<file path="config.mk">
export PLATFORM = sky130hd
export DESIGN_NAME = motor_rpm_pid_pwm_unit
export DESIGN_NICKNAME = d
export VERILOG_FILES = /design/src/sv/mrpid_pkg.sv /design/src/sv/motor_rpm_pid_pwm_unit.sv
export SDC_FILE = /design/constraint.sdc
export NUM_CORES = 2
export LEC_CHECK = 0
export ABC_CLOCK_PERIOD_IN_PS = 13950
export BUFFER_PORTS_ARGS = -buffer_cell sky130_fd_sc_hd__buf_2
export CORE_ASPECT_RATIO = 1.2
export CORE_UTILIZATION = 65
export DETAILED_ROUTE_END_ITERATION = 16
export MAX_ROUTING_LAYER = met4
export PLACE_DENSITY = 0.88
export SKIP_LAST_GASP = 1
export SLEW_MARGIN = 25
export SYNTH_ARGS = -nofsm -noshare
export SYNTH_HDL_FRONTEND = slang
export SYNTH_SLANG_ARGS = --single-unit
</file>
<file path="constraint.sdc">
create_clock -name i_clk -period 13.95 [get_ports i_clk]
set_clock_uncertainty 0.2 [all_clocks]
set_input_delay 0.6975 -clock i_clk [delete_from_list [all_inputs] [get_ports i_clk]]
set_output_delay 0.6975 -clock i_clk [all_outputs]
set_load 0.1 [all_outputs]
</file>
<file path="src/sv/mrpid_pkg.sv">
package mrpid_pkg;

    // Default sizing
    localparam int DUTY_MAX_DEF  = 255;
    localparam int SUM_WIDTH_DEF = 24;

    // Speed scaling: counts per ms to rpm
    localparam int SPEED_SCALE = 60000;

    // Field widths
    localparam int GAIN_W     = 16;
    localparam int CNT_W      = 32;
    localparam int SPD_W      = 16;
    localparam int ERR_W      = 17;
    localparam int LAST_ERR_W = 18;
    localparam int MULB_W     = 17;
    localparam int NUM_W      = 48;
    localparam int QUOT_W     = 17;
    localparam int FRAC_BITS  = 8;
    localparam int FRAC_MASK  = (1 << FRAC_BITS) - 1;

    // Register reset values
    localparam logic [GAIN_W-1:0] KP_RESET  = 16'd256;
    localparam logic [GAIN_W-1:0] KI_RESET  = 16'd0;
    localparam logic [GAIN_W-1:0] KD_RESET  = 16'd0;
    localparam logic [GAIN_W-1:0] TPR_RESET = 16'd1024;

    // Configuration register indexes
    localparam int CFG_IDX_W = 2;
    typedef enum logic [CFG_IDX_W-1:0] {
        CFG_PROP_GAIN     = 2'd0,
        CFG_INTEG_GAIN    = 2'd1,
        CFG_DERIV_GAIN    = 2'd2,
        CFG_TICKS_PER_REV = 2'd3
    } t_cfg_idx;

endpackage

</file>
<file path="src/sv/motor_rpm_pid_pwm_unit.sv">
// Motor speed PID controller with two-channel PWM drive. Each accepted
// transaction carries an encoder count, a millisecond time stamp, a target
// speed and a stop flag, and yields one result: measured speed in rpm
// (delta*60000/(ticks_per_rev*dt), truncated and saturated, held when the
// time stamp has not moved), the clamped signed duty and the two one-sided
// drive levels. A stop request clears the integral and derivative history
// and forces all drive outputs to zero. All arithmetic goes through one
// shared signed multiplier and a bit-serial restoring divider under a small
// sequencer; the input side stalls until the current transaction is done.
// A recomputed speed passes the multiplier steps, the divider and the PID
// steps; an unchanged time stamp skips the multiplier and divider steps, a
// stop skips the PID multiplies, and a quotient known to saturate before
// dividing skips the divider steps. A finished result waits in the output
// register, so the next transaction is accepted while it is held. Gains and
// ticks_per_rev may be written whenever the block is idle.
module motor_rpm_pid_pwm_unit
    import mrpid_pkg::*;
#(
    parameter int DUTY_MAX  = DUTY_MAX_DEF,
    parameter int SUM_WIDTH = SUM_WIDTH_DEF
) (
    input  logic                        i_clk,
    input  logic                        i_rst_n,
    // configuration
    input  logic                        i_cfg_we,
    input  logic [CFG_IDX_W-1:0]        i_cfg_idx,
    input  logic [GAIN_W-1:0]           i_cfg_data,
    // input channel
    input  logic                        i_valid,
    output logic                        o_stall,
    input  logic signed [CNT_W-1:0]     i_encoder_count,
    input  logic [CNT_W-1:0]            i_time_ms,
    input  logic signed [SPD_W-1:0]     i_target_rpm,
    input  logic                        i_stop_req,
    // output channel
    output logic                        o_valid,
    input  logic                        i_stall,
    output logic signed [8:0]           o_duty,
    output logic [7:0]                  o_drive_a,
    output logic [7:0]                  o_drive_b,
    output logic signed [SPD_W-1:0]     o_speed_rpm
);

    // Derived widths
    localparam int AW     = (SUM_WIDTH > CNT_W + 1) ? SUM_WIDTH : CNT_W + 1;
    localparam int PW     = AW + MULB_W;
    localparam int ACC_W  = PW + 2;
    localparam int QW     = ACC_W - FRAC_BITS;
    localparam int DW     = $clog2(DUTY_MAX + 1) + 1;
    localparam int CW     = (DW > 10) ? DW : 10;
    localparam int DCNT_W = $clog2(QUOT_W);
    localparam logic [DCNT_W-1:0] DIV_LAST = DCNT_W'(QUOT_W - 1);
    localparam logic signed [QW-1:0] DMAX_POS = QW'(DUTY_MAX);
    localparam logic signed [QW-1:0] DMAX_NEG = -QW'(DUTY_MAX);

    typedef enum logic [3:0] {
        S_IDLE, S_MUL_N, S_MUL_D, S_DIV_CHK, S_DIV, S_SPD, S_ERR,
        S_MP, S_MI, S_MD, S_ACC, S_RND, S_FIN
    } t_state;

    t_state r_state;

    // Configuration registers
    logic [GAIN_W-1:0] r_kp, r_ki, r_kd, r_tpr;

    // Controller state
    logic [CNT_W-1:0]                r_last_count, r_last_time;
    logic signed [SPD_W-1:0]         r_speed;
    logic signed [SUM_WIDTH-1:0]     r_sum;
    logic signed [LAST_ERR_W-1:0]    r_last_err;

    // Per-transaction working registers
    logic [CNT_W-1:0]                r_mag, r_dt;
    logic                            r_neg, r_stop, r_ovf;
    logic signed [SPD_W-1:0]         r_target;
    logic signed [PW-1:0]            r_prod;
    logic [NUM_W-1:0]                r_num;
    logic [NUM_W+QUOT_W-2:0]         r_ds;
    logic [QUOT_W-1:0]               r_q;
    logic [DCNT_W-1:0]               r_cnt;
    logic signed [ERR_W-1:0]         r_err;
    logic signed [ACC_W-1:0]         r_acc;

    // Output register
    logic                            r_ovalid;
    logic signed [8:0]               r_duty;
    logic [7:0]                      r_drv_a, r_drv_b;
    logic signed [SPD_W-1:0]         r_ospeed;

    // Combinational helpers
    logic                            in_acc, out_free;
    logic [CNT_W-1:0]                delta, dt;
    logic [GAIN_W-1:0]               tpr_eff;
    logic signed [AW-1:0]            mul_a;
    logic signed [MULB_W-1:0]        mul_b;
    logic signed [PW-1:0]            mul_p;
    logic                            div_ovf, div_ge;
    logic signed [SPD_W-1:0]         n_speed;
    logic signed [ERR_W-1:0]         n_err;
    logic signed [SUM_WIDTH:0]       sum_raw;
    logic signed [SUM_WIDTH-1:0]     n_sum;
    logic signed [LAST_ERR_W:0]      derr;
    logic signed [QW-1:0]            acc_q, acc_cl;
    logic signed [CW-1:0]            duty_c, duty_mag;

    assign in_acc   = i_valid && !o_stall;
    assign out_free = !r_ovalid || !i_stall;
    assign o_stall  = (r_state != S_IDLE);

    assign delta   = i_encoder_count - r_last_count;
    assign dt      = i_time_ms - r_last_time;
    assign tpr_eff = (r_tpr == '0) ? GAIN_W'(1) : r_tpr;

    // Shared multiplier operand select
    always_comb begin
        mul_a = '0;
        mul_b = '0;
        case (r_state)
            S_MUL_N: begin
                mul_a = AW'(r_mag);
                mul_b = MULB_W'(SPEED_SCALE);
            end
            S_MUL_D: begin
                mul_a = AW'(r_dt);
                mul_b = {1'b0, tpr_eff};
            end
            S_MP: begin
                mul_a = AW'(r_err);
                mul_b = {r_kp[GAIN_W-1], r_kp};
            end
            S_MI: begin
                mul_a = AW'(r_sum);
                mul_b = {r_ki[GAIN_W-1], r_ki};
            end
            S_MD: begin
                mul_a = AW'(derr);
                mul_b = {r_kd[GAIN_W-1], r_kd};
            end
            default: begin
                mul_a = '0;
                mul_b = '0;
            end
        endcase
    end

    assign mul_p = mul_a * mul_b;

    // Divider compares
    assign div_ovf = {{(QUOT_W){1'b0}}, r_num} >= {r_prod[NUM_W-1:0], {(QUOT_W){1'b0}}};
    assign div_ge  = {{(QUOT_W-1){1'b0}}, r_num} >= r_ds;

    // Speed from quotient with saturation
    always_comb begin
        if (r_neg) begin
            if (r_ovf || r_q > QUOT_W'(32768)) begin
                n_speed = {1'b1, {(SPD_W-1){1'b0}}};
            end else begin
                n_speed = SPD_W'(-r_q);
            end
        end else begin
            if (r_ovf || r_q > QUOT_W'(32767)) begin
                n_speed = {1'b0, {(SPD_W-1){1'b1}}};
            end else begin
                n_speed = r_q[SPD_W-1:0];
            end
        end
    end

    // Error and saturating integral
    assign n_err   = ERR_W'(r_target) - ERR_W'(r_speed);
    assign sum_raw = (SUM_WIDTH+1)'(r_sum) + (SUM_WIDTH+1)'(n_err);
    always_comb begin
        if (sum_raw[SUM_WIDTH] != sum_raw[SUM_WIDTH-1]) begin
            n_sum = sum_raw[SUM_WIDTH] ? {1'b1, {(SUM_WIDTH-1){1'b0}}}
                                       : {1'b0, {(SUM_WIDTH-1){1'b1}}};
        end else begin
            n_sum = sum_raw[SUM_WIDTH-1:0];
        end
    end
    assign derr = (LAST_ERR_W+1)'(r_err) - (LAST_ERR_W+1)'(r_last_err);

    // Scale down and clamp the duty
    assign acc_q = $signed(r_acc[ACC_W-1:FRAC_BITS]);
    always_comb begin
        if (acc_q > DMAX_POS) begin
            acc_cl = DMAX_POS;
        end else if (acc_q < DMAX_NEG) begin
            acc_cl = DMAX_NEG;
        end else begin
            acc_cl = acc_q;
        end
    end
    assign duty_c   = acc_cl[CW-1:0];
    assign duty_mag = duty_c[CW-1] ? -duty_c : duty_c;

    // Configuration writes
    always_ff @(posedge i_clk) begin
        if (!i_rst_n) begin
            r_kp  <= KP_RESET;
            r_ki  <= KI_RESET;
            r_kd  <= KD_RESET;
            r_tpr <= TPR_RESET;
        end else if (i_cfg_we) begin
            unique case (t_cfg_idx'(i_cfg_idx))
                CFG_PROP_GAIN:     r_kp  <= i_cfg_data;
                CFG_INTEG_GAIN:    r_ki  <= i_cfg_data;
                CFG_DERIV_GAIN:    r_kd  <= i_cfg_data;
                CFG_TICKS_PER_REV: r_tpr <= i_cfg_data;
            endcase
        end
    end

    // Sequencer, controller state and output register
    always_ff @(posedge i_clk) begin
        if (!i_rst_n) begin
            r_state      <= S_IDLE;
            r_ovalid     <= 1'b0;
            r_last_count <= '0;
            r_last_time  <= '0;
            r_speed      <= '0;
            r_sum        <= '0;
            r_last_err   <= '0;
        end else begin
            // result taken; a new one loaded in S_FIN keeps it set
            if (r_ovalid && !i_stall && r_state != S_FIN) begin
                r_ovalid <= 1'b0;
            end
            unique case (r_state)
                S_IDLE: begin
                    if (in_acc) begin
                        r_last_count <= i_encoder_count;
                        r_last_time  <= i_time_ms;
                        r_state      <= (dt == '0) ? S_SPD : S_MUL_N;
                    end
                end
                S_MUL_N:   r_state <= S_MUL_D;
                S_MUL_D:   r_state <= S_DIV_CHK;
                S_DIV_CHK: r_state <= div_ovf ? S_SPD : S_DIV;
                S_DIV: begin
                    if (r_cnt == '0) begin
                        r_state <= S_SPD;
                    end
                end
                S_SPD: begin
                    if (r_dt != '0) begin
                        r_speed <= n_speed;
                    end
                    if (r_stop) begin
                        r_sum      <= '0;
                        r_last_err <= '0;
                        r_state    <= S_RND;
                    end else begin
                        r_state <= S_ERR;
                    end
                end
                S_ERR: begin
                    r_sum   <= n_sum;
                    r_state <= S_MP;
                end
                S_MP:  r_state <= S_MI;
                S_MI:  r_state <= S_MD;
                S_MD: begin
                    r_last_err <= LAST_ERR_W'(r_err);
                    r_state    <= S_ACC;
                end
                S_ACC: r_state <= S_RND;
                S_RND: r_state <= S_FIN;
                S_FIN: begin
                    if (out_free) begin
                        r_ovalid <= 1'b1;
                        r_duty   <= duty_c[8:0];
                        r_drv_a  <= duty_c[CW-1] ? duty_mag[7:0] : 8'd0;
                        r_drv_b  <= (!duty_c[CW-1] && duty_c != '0) ? duty_mag[7:0] : 8'd0;
                        r_ospeed <= r_speed;
                        r_state  <= S_IDLE;
                    end
                end
                default: r_state <= S_IDLE;
            endcase
        end
    end

    // Datapath registers
    always_ff @(posedge i_clk) begin
        r_prod <= mul_p;
        case (r_state) inside
            S_IDLE: begin
                r_neg    <= delta[CNT_W-1];
                r_mag    <= delta[CNT_W-1] ? -delta : delta;
                r_dt     <= dt;
                r_target <= i_target_rpm;
                r_stop   <= i_stop_req;
                r_ovf    <= 1'b0;
            end
            S_MUL_D: begin
                r_num <= r_prod[NUM_W-1:0];
            end
            S_DIV_CHK: begin
                r_ovf <= div_ovf;
                r_ds  <= {r_prod[NUM_W-1:0], {(QUOT_W-1){1'b0}}};
                r_q   <= '0;
                r_cnt <= DIV_LAST;
            end
            S_DIV: begin
                if (div_ge) begin
                    r_num <= r_num - r_ds[NUM_W-1:0];
                end
                r_q   <= {r_q[QUOT_W-2:0], div_ge};
                r_ds  <= r_ds >> 1;
                r_cnt <= r_cnt - DCNT_W'(1);
            end
            S_SPD: begin
                r_acc <= '0;
            end
            S_ERR: begin
                r_err <= n_err;
            end
            S_MI: begin
                r_acc <= ACC_W'(r_prod);
            end
            S_MD, S_ACC: begin
                r_acc <= r_acc + ACC_W'(r_prod);
            end
            S_RND: begin
                if (r_acc[ACC_W-1]) begin
                    r_acc <= r_acc + ACC_W'(FRAC_MASK);
                end
            end
            default: begin
            end
        endcase
    end

    assign o_valid     = r_ovalid;
    assign o_duty      = r_duty;
    assign o_drive_a   = r_drv_a;
    assign o_drive_b   = r_drv_b;
    assign o_speed_rpm = r_ospeed;

    // Checks
    a_one_side: assert property (@(posedge i_clk) disable iff (!i_rst_n)
        o_valid |-> !(o_drive_a != 8'd0 && o_drive_b != 8'd0))
        else $error("both drive channels active");

    a_side_by_sign: assert property (@(posedge i_clk) disable iff (!i_rst_n)
        o_valid |-> (o_duty[8] ? (o_drive_b == 8'd0) : (o_drive_a == 8'd0)))
        else $error("drive channel does not match duty sign");

    a_busy_after_accept: assert property (@(posedge i_clk) disable iff (!i_rst_n)
        (i_valid && !o_stall) |=> o_stall)
        else $error("input taken again before transaction finished");

    a_div_count: assert property (@(posedge i_clk) disable iff (!i_rst_n)
        (r_state == S_DIV) |-> (r_cnt <= DIV_LAST))
        else $error("divider step count out of range");

endmodule

</file>
## After elaboration in Yosys (flattened, before gate mapping)

Index checks and enable logic that the tools add are counted.
W data, S select, Z words.

- Shift-type cells: 0
- Div/mod/pow operators: 0
- Reduce and logical (&&, ||, !) cells: 43
- Multiplexer cells: 39
- Add/sub/neg operators: 12
- Magnitude comparators: 6
- Bitwise logic cells: 5
- Equal/unequal tests: 23
- Multipliers: 1

Operator list:

| kind | number |
|---|---|
| $mux W52 | 5 |
| $mux W48 | 4 |
| $pmux W33 S5 | 1 |
| $mux W64 | 2 |
| $pmux W17 S5 | 1 |
| $mux W24 | 3 |
| $ge A48 B65 Y1 | 1 |
| $ge A48 B64 Y1 | 1 |
| $mux W16 | 4 |
| $sub A32 B32 Y32 | 2 |
| $add A52 B50 Y52 | 1 |
| $add A52 B9 Y52 const B | 1 |
| $pmux W4 S13 | 1 |
| $mul A33 B17 Y50 | 1 |
| $pmux W24 S2 | 1 |
| $sub A48 B48 Y48 | 1 |
| $gt A44 B9 Y1 const B | 1 |
| $lt A44 B9 Y1 const B | 1 |
| $pmux W18 S2 | 1 |
| $logic_not A32 Y1 | 1 |
| $neg A32 Y32 | 1 |
| $reduce_bool A32 Y1 | 1 |
| $mux W31 | 1 |
| $add A24 B17 Y25 | 1 |
| 41 further kinds | 91 |

- Bits in writable memories: 0
- Bits in latches: 0
- Memories: 0
- Word-level logic and storage cells: 160
- Output and inout bits: 43
- Bits in registers: 568
- Bits in read-only memories: 0

## Logic depth before layout (Yosys ltp)

- Word-level depth: 6
- Mapped depth: 39
- Mapped depth without buffers: 37

## Worst setup path before layout

No wires, ideal clock.

- Path type: register to register
- From: register r_state[0]
- To: register r_last_count[0]
- Slack: -376 ps
- Arrival time: 14050 ps
- Clock period less this slack: 14326 ps
- Cell stages (with the launch flop): 8
- Cells stage by stage: dfxtp_1 clkbuf_1 nor4_1 inv_1 nor2_1 clkbuf_1 nand2_1 a21boi_0

- Cells in the longest elaborated chain, start to end: 4
- Elaborated cells on any way between the ends: 5

RTL lines:

| item | line | source |
|---|---|---|
| from (decl) | motor_rpm_pid_pwm_unit.sv:61 | `t_state r_state;` |
| from (signal assigned) | motor_rpm_pid_pwm_unit.sv:233 | `r_state <= (dt == '0) ? S_SPD : S_MUL_N;` |
| from (signal assigned) | motor_rpm_pid_pwm_unit.sv:238 | `S_DIV_CHK: r_state <= div_ovf ? S_SPD : S_DIV;` |
| $reduce_bool A4 Y1 | motor_rpm_pid_pwm_unit.sv:108 | `assign o_stall = (r_state != S_IDLE);` |
| named net o_stall | motor_rpm_pid_pwm_unit.sv:30 | `output logic o_stall,` |
| $logic_not A1 Y1 | motor_rpm_pid_pwm_unit.sv:106 | `assign in_acc = i_valid && !o_stall;` |
| $logic_and A1 B1 Y1 | motor_rpm_pid_pwm_unit.sv:106 |  |
| $reduce_and A2 Y1 (no line) | - |  |
| to (signal assigned) | motor_rpm_pid_pwm_unit.sv:231 | `r_last_count <= i_encoder_count;` |
| to (decl) | motor_rpm_pid_pwm_unit.sv:67 | `logic [CNT_W-1:0] r_last_count, r_last_time;` |

The timed path passes the listed nets, and every way through them passes these cells.
A chain may end at the register's enable or synchronous reset.

## Worst setup path in the final report

- From: register r_state[0]
- To: register r_prod[42]

- Cells in the longest elaborated chain, start to end: 3
- Elaborated cells on any way between the ends: 8

RTL lines:

| item | line | source |
|---|---|---|
| $eq A4 B4 Y1, or another cell as far along | motor_rpm_pid_pwm_unit.sv:118 | `case (r_state)` |
| $pmux W33 S5 / $pmux W17 S5 (equally long branches) | motor_rpm_pid_pwm_unit.sv:118 |  |
| $mul A33 B17 Y50 (*) | motor_rpm_pid_pwm_unit.sv:146 | `assign mul_p = mul_a * mul_b;` |
| named net mul_p[42] | motor_rpm_pid_pwm_unit.sv:96 | `logic signed [PW-1:0] mul_p;` |
| to (signal assigned) | motor_rpm_pid_pwm_unit.sv:285 | `r_prod <= mul_p;` |
| to (decl) | motor_rpm_pid_pwm_unit.sv:76 | `logic signed [PW-1:0] r_prod;` |

Mark *: on every way through the listed nets, which the timed path passes. The rest lies on a longest branch.

==> key figures <==
Outcome
  – Status: finished, final reports clean

Yosys
  – Primary FF master, synth: edfxtp_1
  – Synth warn: 0
  – Net Count, Synth: 7353
  – Synth top area share: 0.197
  – Synthesized area per cell: 8.72 um^2
  – Post-synth top cells: 900 x nand2_1, 804 x inv_1, 601 x nor2_1
  – Most common cell in the netlist: nand2_1
  – Seq cells post-synth: 567
  – Netlist cell types: 101
  – Mapped Area: 55300 um^2
  – Post-synth top area cell: fa_1
  – Synth top area cells: fa_1 20%, edfxtp_1 18%, dfxtp_1 8.7%, ha_1 8.4%, nand2_1 6.1%
  – Async SR Flop Fraction: 0
  – Post-Synthesis Cells: 6334
  – Seq/Total Area, Yosys: 0.265
  – EDFF count, synth: 326

Clock network
  – Reg clk slew, reported paths: 70 ps
  – Post-CTS Setup Bufs: 0
  – Clock Tree Buf Depth: 3
  – Worst skew pair latency: 700 ps
  – Num CTS Buffers: 60
  – Htree depth: 2
  – Root buf cell: clkbuf_16
  – Clk sink count: 567
  – CTS tree: yes

Drt
  – DR iter-0 viols: 4217
  – Avg WL per Cell: approximately 22 um
  – Final WL: 162000 um
  – Drc violations: 0
  – Via count: 47171
  – Final ANT Viol Nets: 0
  – Via/cell ratio: 6.27
  – DRT Pass-1 Iters: 6

Floorplanning
  – Full die area: 86200 um^2
  – Die Span Y: 321 um
  – Starting Density: 0.660
  – Num rows: 116
  – Die width: between 200 and 300 um
  – Core Footprint: 83700 um^2
  – Top-Level Pins: 147

STA
  – Setup Viol. Count Final: 0
  – Final min period: 10510 ps
  – Max frequency: 95.2 MHz
  – Period utilization: 0.753
  – RSZ-0062 raised after global routing: no
  – Fin. Hold Viols: 0
  – Post-route setup TNS: 0 ps
  – Slew margin rel.: 0.258
  – Slew Viols, Final: 0
  – Hold WS: 38.4 ps
  – Worst-Margin Slew: approximately 1100 ps

Power and ir drop
  – Clock power frac: 0.244
  – Net Sw Power: just under 3000 uW
  – Peak supply drop: 0.139 mV
  – Pleak: 0.0260 uW
  – Reg power frac: 0.331
  – Power per Cell Area: 119 nW/um^2
  – Sw frac: 0.416
  – P_int: 4120 uW
  – Power share of the combinational group: 0.425

GRT
  – Vias in the first global route: 47621
  – Global route total overflow: 0
  – Antenna violations before repair: 9
  – Total GRT Usage: 0.392
  – First-pass GRT wire length: 255000 um
  – Largest net degree at the start of global routing: approximately 90

Worst setup path
  – CP Class: reg2reg
  – Max stage delay cell, worst path: clkinv_1
  – Startpoint types: register
  – Most frequent cell on the critical path: fa_1
  – Worst Setup End Kind: register
  – WP data required: 14350 ps
  – Worst-path fanout max: 33
  – Worst path max stage delay: between 800 and 900 ps
  – Crit path arrival time: roughly 11000 ps

Place
  – Routability cong.: 1.04
  – Post-DP HPWL: 124000 um
  – Port Buffers: 146

Finish
  – Share of cells above drive strength 1: 0.0615
  – Layout area overhead: 7.29%
  – Number of nets in the layout: 7362

Min path
  – Hold Path Class: in2reg

Job
  – MaxCap Viol Count: 0
-- worst max-delay path, delay by kind of cell, from the launching register on --
kind	cells	cell delay (ps)
AND/OR/NAND/NOR	8	2390
flip-flops	1	690
AO/OA/AOI/OAI	9	2060
buffers and inverters	5	1460
adder cells (fa/ha/maj)	7	3580
-- final cells by class --
| class | count | area, um^2 |
|---|---|---|
| diodes | 9 | 22.5 |
| clock buffers | 75 | 1610 |
| clock inverters | 39 | 510 |
| fillers | 6301 | 24500 |
| inverters | 806 | 3030 |
| multi-input cells | 4692 | 36800 |
| flip-flops and latches | 567 | 14600 |
| well taps | 1121 | 1400 |
| repair buffers | 216 | 1320 |
-- cells in the final DEF (no fill, tap or decap), types with 18 or more instances in the layout --
cell,n
nand2_1,898
nor4_1,51
edfxtp_1,326
or3_1,29
ha_1,372
buf_4,50
a21oi_1,301
nor2b_1,78
nand3_1,87
clkbuf_16,62
nor2_1,594
nand2b_1,45
and4_1,20
o21a_1,54
xor2_1,113
xnor2_1,196
fa_1,543
and2_1,51
nor3_1,71
o21ai_0,284
a22oi_1,88
o31ai_1,18
a221oi_1,24
nand4_1,65
a211oi_1,37
and3_1,49
buf_2,145
a31oi_1,50
a21boi_0,149
a21o_1,122
dfxtp_1,241
o21bai_1,37
inv_1,804
-- metrics by stage --
stage                     utilization  power (uW)  worst slack [ps]  std cells  area (um^2)
after CTS                       0.707        6980              3690       7514        59200
after detailed placement        0.680        5260              3740       7384        56900
after global placement          0.679        5160              4100       7382        56900
after global routing            0.708        7420              2910       7525        59300
final                           0.708        7060              3440       7525        59300
after floorplan                     -        4340              4760       6334        55300
-- registers in the layout, indices dropped and copies added (netlist names), 9 cells and up --
signal,count
r_q,17
o_speed_rpm,16
r_kp,16
r_target,16
r_kd,16
r_acc,52
r_dt,32
r_tpr,16
r_last_count,32
r_ds,64
r_err,17
r_last_time,32
r_sum,24
r_last_err,17
r_mag,32
r_num,48
r_prod,50
o_duty,9
r_ki,16
r_speed,16
-- power by group through the flow --
stage               registers [uW]  clock network, uW  logic (uW)
floorplan                     2190                  0        2150
global placement              2350                  0        2810
detailed placement            2350                  0        2900
CTS                           2320               1730        2930
global route                  2330               1800        3280
finish                        2340               1720        3000
-- layer usage --
metal | part of all wire | vias up | wire (um) | global-route usage
met5 | 0 | - | 0 | -
met3 | 0.085 | 782 | 13800 | 0.0648
met1 | 0.36 | 22631 | 58300 | 0.445
met2 | 0.47 | 2481 | 75700 | 0.626
li1 | - | 21277 | - | -
met4 | 0.088 | 0 | 14300 | 0.282
-- logic make-up after synthesis --
logic type,after synthesis,synth area share
flops,567,0.265
mux,7,0.00131
compound gates,1320,0.155
buf+inv,1075,0.0736
simple gates,2141,0.175
fa+ha+maj,915,0.281
xor+xnor,309,0.0490
-- worst paths after layout --
path	cells past startpoint	slack (ps)	start	end
setup / recovery	29	3440	r_state[0]	r_prod[42]
hold / removal	1	40	i_stop_req	r_stop
setup reg to reg	29	3440	r_state[0]	r_prod[42]
hold reg to reg	2	260	r_last_time[19]	r_last_time[19]
-- what timing repair did --
action,4_1_cts,5_1_grt
setup endpoints to repair,0,0
hold buffers,16,0
gates resized for setup,0,0
endpoints found under the hold margin,16,0
Note: power is estimated with default switching activity, not from simulation.
